`src/rtl/core/hbt_pkg.sv`:
```
// package for the bimodal histogram threshold block
// types, constants and codes shared by controller, datapath and top level
// no dependencies
package hbt_pkg;

    localparam int BIN_W   = 15;          // histogram bin width
    localparam int SUM_W   = 23;          // 256 bins of 32767 fit in 23 bits
    localparam int IDX_W   = 9;           // bin index plus one above bin 255
    localparam int MISS_W  = 9;           // non-rise counter
    localparam int CFG_W   = 8;           // widest configuration register
    localparam int BINS    = 256;

    localparam logic [BIN_W-1:0] BIN_MAX     = 15'h7FFF;
    localparam logic [SUM_W-1:0] DELTA_START = 23'd10000;

    localparam logic [CFG_W-1:0] DARK_END_RST     = 8'd100;
    localparam logic [CFG_W-1:0] BRIGHT_START_RST = 8'd254;
    localparam logic [CFG_W-1:0] BRIGHT_END_RST   = 8'd150;
    localparam logic [CFG_W-1:0] PATIENCE_RST     = 8'd10;

    typedef enum logic [1:0] {
        CFG_DARK_END,
        CFG_BRIGHT_START,
        CFG_BRIGHT_END,
        CFG_PATIENCE
    } t_cfg_idx;

    typedef enum logic [2:0] {
        IDX_HOLD,
        IDX_ZERO,
        IDX_BRIGHT,
        IDX_LO,
        IDX_INC,
        IDX_DEC
    } t_idx_op;

    typedef enum logic [3:0] {
        ST_IDLE,
        ST_FLUSH,
        ST_DARK_RD,
        ST_DARK_EV,
        ST_BRT_RD,
        ST_BRT_EV,
        ST_SUM_RD,
        ST_SUM_EV,
        ST_BAL_RD,
        ST_BAL_EV,
        ST_BAL_CMP,
        ST_DONE
    } t_state;

    typedef struct packed {
        logic    accept;       // pixel item taken this cycle
        logic    rd;           // read histogram at scan index
        t_idx_op idx_op;
        logic    peak_init;    // peaks to their defaults
        logic    scan_clr;     // restart a peak scan
        logic    scan_ev;      // evaluate one peak scan step
        logic    scan_bright;  // step belongs to the bright scan
        logic    sum_clr;      // clear balance accumulators
        logic    sum_ev;       // add bin to the total
        logic    bal_ev;       // move bin from above to below
        logic    bal_cmp;      // compare balance and pick threshold
    } t_cmd;

    typedef struct packed {
        logic dark_go;
        logic bright_go;
        logic stop;
        logic bal_ok;
        logic sum_go;
        logic bal_go;
    } t_sts;

endpackage

```
`src/rtl/core/hbt_ctrl.sv`:
```
// controller state machine of the bimodal histogram threshold block
// sequences pixel counting, both peak scans and the balance search
// depends on hbt_pkg
module hbt_ctrl (
    input  logic          i_clk,
    input  logic          i_rst_n,
    input  logic          i_start,
    input  logic          i_frame_last,
    input  hbt_pkg::t_sts i_sts,
    output hbt_pkg::t_cmd o_cmd,
    output logic          o_busy,
    output logic          o_valid
);
    import hbt_pkg::*;

    t_state r_state;
    t_state n_state;
    logic   accept;

    assign accept  = i_start && (r_state == ST_IDLE);
    assign o_busy  = (r_state != ST_IDLE);
    assign o_valid = (r_state == ST_DONE);

    always_ff @(posedge i_clk) begin
        if (!i_rst_n) begin
            r_state <= ST_IDLE;
        end else begin
            r_state <= n_state;
        end
    end

    // next state
    always_comb begin
        n_state = r_state;
        case (r_state)
            ST_IDLE: begin
                if (accept && i_frame_last) n_state = ST_FLUSH;
            end
            ST_FLUSH:   n_state = ST_DARK_RD;
            ST_DARK_RD: n_state = i_sts.dark_go ? ST_DARK_EV : ST_BRT_RD;
            ST_DARK_EV: n_state = i_sts.stop ? ST_BRT_RD : ST_DARK_RD;
            ST_BRT_RD:  n_state = i_sts.bright_go ? ST_BRT_EV : ST_SUM_RD;
            ST_BRT_EV:  n_state = i_sts.stop ? ST_SUM_RD : ST_BRT_RD;
            ST_SUM_RD: begin
                if (i_sts.sum_go)      n_state = ST_SUM_EV;
                else if (i_sts.bal_ok) n_state = ST_BAL_RD;
                else                   n_state = ST_DONE;
            end
            ST_SUM_EV:  n_state = ST_SUM_RD;
            ST_BAL_RD:  n_state = i_sts.bal_go ? ST_BAL_EV : ST_DONE;
            ST_BAL_EV:  n_state = ST_BAL_CMP;
            ST_BAL_CMP: n_state = ST_BAL_RD;
            ST_DONE:    n_state = ST_IDLE;
            default:    n_state = ST_IDLE;
        endcase
    end

    // commands
    always_comb begin
        o_cmd        = '0;
        o_cmd.idx_op = IDX_HOLD;
        o_cmd.accept = accept;
        case (r_state)
            ST_FLUSH: begin
                o_cmd.idx_op    = IDX_ZERO;
                o_cmd.peak_init = 1'b1;
                o_cmd.scan_clr  = 1'b1;
            end
            ST_DARK_RD: begin
                if (i_sts.dark_go) begin
                    o_cmd.rd = 1'b1;
                end else begin
                    o_cmd.idx_op   = IDX_BRIGHT;
                    o_cmd.scan_clr = 1'b1;
                end
            end
            ST_DARK_EV: begin
                o_cmd.scan_ev = 1'b1;
                if (i_sts.stop) begin
                    o_cmd.idx_op   = IDX_BRIGHT;
                    o_cmd.scan_clr = 1'b1;
                end else begin
                    o_cmd.idx_op = IDX_INC;
                end
            end
            ST_BRT_RD: begin
                if (i_sts.bright_go) begin
                    o_cmd.rd = 1'b1;
                end else begin
                    o_cmd.idx_op  = IDX_LO;
                    o_cmd.sum_clr = 1'b1;
                end
            end
            ST_BRT_EV: begin
                o_cmd.scan_ev     = 1'b1;
                o_cmd.scan_bright = 1'b1;
                if (i_sts.stop) begin
                    o_cmd.idx_op  = IDX_LO;
                    o_cmd.sum_clr = 1'b1;
                end else begin
                    o_cmd.idx_op = IDX_DEC;
                end
            end
            ST_SUM_RD: begin
                if (i_sts.sum_go)      o_cmd.rd = 1'b1;
                else if (i_sts.bal_ok) o_cmd.idx_op = IDX_LO;
            end
            ST_SUM_EV: begin
                o_cmd.sum_ev = 1'b1;
                o_cmd.idx_op = IDX_INC;
            end
            ST_BAL_RD: begin
                if (i_sts.bal_go) o_cmd.rd = 1'b1;
            end
            ST_BAL_EV: begin
                o_cmd.bal_ev = 1'b1;
            end
            ST_BAL_CMP: begin
                o_cmd.bal_cmp = 1'b1;
                o_cmd.idx_op  = IDX_INC;
            end
            default: begin
            end
        endcase
    end

endmodule

```
`config.mk`:
```
export PLATFORM = sky130hd
export DESIGN_NAME = hbt_ctrl
export DESIGN_NICKNAME = d
export VERILOG_FILES = /design/src/rtl/core/hbt_pkg.sv /design/src/rtl/core/hbt_ctrl.sv
export SDC_FILE = /design/constraint.sdc
export NUM_CORES = 1
export LEC_CHECK = 0
export BUFFER_PORTS_ARGS = -buffer_cell sky130_fd_sc_hd__buf_2
export CAP_MARGIN = 10
export CORE_AREA = 4 4 41 43
export CTS_CLUSTER_SIZE = 20
export DETAILED_ROUTE_END_ITERATION = 7
export DIE_AREA = 0 0 45 47
export GPL_TIMING_DRIVEN = 0
export PLACE_DENSITY_LB_ADDON = 0.25
export SLEW_MARGIN = 20
export SYNTH_ARGS = -nofsm -noshare
export SYNTH_HDL_FRONTEND = slang
export SYNTH_SLANG_ARGS = --single-unit
```
`constraint.sdc`:
```
create_clock -name i_clk -period 2.8 [get_ports i_clk]
set_input_delay 0.14 -clock i_clk [delete_from_list [all_inputs] [get_ports i_clk]]
set_output_delay 0.14 -clock i_clk [all_outputs]
set_load 0.03 [all_outputs]
```
Word level (Yosys, flattened, before mapping) --
Cells that the tools add are included.
Word-level totals: bits in registers 4, input port bits 10, output and inout bits 15
Cells by class: equality and inequality tests 12, mux-type cells 32, reductions and logical operators 6
Operator list (number):
- $pmux W4 S11 | 1
- $pmux W3 S7 | 1
- $eq A4 B3 Y1 const B | 4
- $eq A4 B4 Y1 const B | 4
- $mux W3 | 5
- $mux W2 | 7
- $mux W1 | 13
- $eq A4 B2 Y1 const B | 2
- $mux W4 | 2
- $eq A4 B1 Y1 const B | 1
- $logic_not A4 Y1 | 1
- $pmux W1 S4 | 1
- $reduce_bool A4 Y1 | 1
- $reduce_or A2 Y1 | 2
- $pmux W1 S3 | 1
- $logic_and A1 B1 Y1 | 2
- $ne A2 B1 Y1 const B | 1
- $pmux W1 S2 | 1

Logic depth before layout (Yosys ltp) --
word-level depth 5, mapped depth 5, gate-level depth less buffers 4

Worst setup path before layout --
No wires, ideal clock.
kind flip-flop to output port, start register r_state[0], end output port o_cmd[6] (netlist bit), arrival 1.592 ns, required time 2.660 ns, path slack 1.068 ns, cell stages (with the launch flop) 5, cell sequence dfxtp_1 -> clkbuf_1 -> nand2b_1 -> nand3_1 -> a211oi_1
RTL lines:
- start, declared | line hbt_ctrl.sv:16 | t_state r_state;
- start signal, assigned | line hbt_ctrl.sv:28 | r_state <= n_state;
- end, declared | line hbt_ctrl.sv:10 | output hbt_pkg::t_cmd o_cmd,

==> metrics <==
DRT antenna net count 0; vias in the first global route 553; Synth Register Bits 4; Peak VDD IR 0.112 mV; H-tree Lvls 1; sequential share of the synthesized area 0.167; Die Y-Extent approximately 47 um; final setup vio count 0; dominant synthesized flop cell dfxtp_1; Async S/R FF share, synth 0; r2r setup slk 1.31 ns; critical path required time 2.66 ns; Worst slew margin 0.726; CP endpoint kind primary output; CP max stage cell dfxtp_1; YS warnings 0; drt drc 0; CTS clock-pin slew for the worst setup and hold paths 0.04 ns; Largest register FFs 4; largest reg by FF count r_state; Die Footprint 2120 um2; Largest regs r_state x4; CP Launch Type register; Ports 25; Via-to-Cell Ratio 5.25; Commonest cells post-synth nand2b_1 (7), nor2_1 (7), a21oi_1 (6), inv_1 (5), nor2b_1 (5); Port Buf Inserts 24; worst min-delay path class in2reg; Final Skew approximately 0.0071 ns; crit share post-route 0.664; average cell area after synthesis 6.66 um2; std cell rows 13; CTS Buf Count 3; Critical Setup Path Class reg2out; status complete, no violations; R2R depth 5; ant diodes 0; drt first pass iters 4; Syn Nets 82; worst hold path depth 3; drt initial violations 7; largest net degree at the start of global routing 11; Total GRT Usage 0.144; initial core utilization 0.368; CTS tree built; synth unique cells 31; FILL cells ~140; GP Congestion ~0.82; crit path cell chain clkbuf_1 -> nand3_1 -> a211oi_1 -> buf_2; Reg2Reg Capture Point r_state[1]; cell count after synthesis a little over 70; Critical Path AT 1.72 ns; Via Count 599; Clock Sink Count 4; WL/cell between 10 and 15 um; Area Growth Syn to Fin 33.7%; Hold Crit Start i_rst_n; Area contributors post-synth dfxtp_1 (17%), nand2b_1 (9.1%), nor2b_1 (6.5%), a21oi_1 (6.3%), nor2_1 (5.5%); area of the core about 1300 um2; reg2reg start r_state[0]; Yosys top cell area share 0.167; Total Wirelength 1400 um; CTS Hold Bufs 0; Cell Area, Synth 479 um2; fin util 0.492; Die Span X 45 um; max cap viols 0; HPWL after detailed placement 1100 um; highest clock rate approximately 540 MHz; Final Critical Period 1.86 ns; largest area contributor in the netlist dfxtp_1; Tot Pwr ~220 uW; Final nets between 100 and 150; worst-path fanout max 10; initial antenna violation count 0; Hold EP r_state[0]; EDFF count, synth 0; setup TNS 0 ns; first-pass GRT wire length ~2300 um; CTS resizes 0; CTS Root Buffer Type clkbuf_4; post-CTS setup repair buffer count 0; pwr dens 348 nW/um2; Clk Latency, worst-skew pair 0.23 ns; RSZ-0062 raised after global routing false; layout cells sized above 1 0.333; Slew @ Worst Pin 0.407 ns; Max clock buf depth 2; Slowest Stage Delay on Critical Path 0.46 ns; Final Hold Viols 0; GR Overflow Total 0; Leakage about 0.00033 uW; max-slew violations 0
critical path, delay by kind of cell (launching register included):
kind | cells | cell delay, ns
AO/OA/AOI/OAI | 1 | 0.24
AND/OR/NAND/NOR | 1 | 0.20
flip-flops | 1 | 0.46
buffers and inverters | 2 | 0.59
cells by family after synthesis:
group,Yosys count,synth area share
and+or+nand+nor,35,0.415
muxes,1,0.0209
buffers and inverters,12,0.112
AOI/OAI and AO/OA,20,0.285
DFF,4,0.167
cell type report:
cell class                 count  area (um2)  area share
buffer                         7        35.0      0.0547
clock buffer                   3        22.5      0.0352
inverter                       5        18.8      0.0293
multi-input combinational     56         345       0.539
sequential                     4        80.1       0.125
tap                           15        18.8      0.0293
timing repair buffer          24         120       0.187
how the worst max path moves through the flow:
stage / startpoint / end / slack (ns) / depth (start not counted)
after floorplan: r_state[0] / o_cmd[6] / 1.07 / 4
after global placement: r_state[0] / o_cmd[12] / 1.19 / 5
after detailed placement: r_state[1] / o_cmd[6] / 1.19 / 4
after CTS: r_state[1] / o_cmd[6] / 0.95 / 4
after global routing: r_state[0] / o_cmd[12] / 0.77 / 5
final: r_state[1] / o_cmd[6] / 0.94 / 4
stage by stage:
stage	setup WS (ns)	hold slack, ns	std cells	area, um2
2_1_floorplan	1.07	0.335	72	479
3_3_place_gp	1.19	0.475	111	618
3_5_place_dp	1.19	0.480	111	618
4_1_cts	0.950	0.250	114	641
5_1_grt	0.774	0.249	114	641
6_report	0.940	0.252	114	641
layer usage:
layer / vias to the layer above / track usage / part of all wire
met3: 4 / 0.0498 / 0.063
met5: - / 0 / 0
li1: 307 / - / -
met4: 0 / 0.0819 / 0.011
met2: 19 / 0.220 / 0.46
met1: 269 / 0.175 / 0.47
power breakdown:
group / switching (uW) / internal (uW)
clock: 22.7 / 47.9
sequential: 3.29 / 59.9
combinational: 55.6 / 33.6
cells in the final DEF (no fill, tap or decap), types with 4 or more instances in the layout:
cell | Yosys | routed
buf_2 | 1 | 25
nand2b_1 | 7 | 7
nor2_1 | 7 | 7
a21oi_1 | 6 | 6
nor2b_1 | 5 | 5
inv_1 | 5 | 5
clkbuf_1 | 4 | 4
nand2_1 | 4 | 4
dfxtp_1 | 4 | 4
No activity file was read; power rests on OpenSTA's default activity.
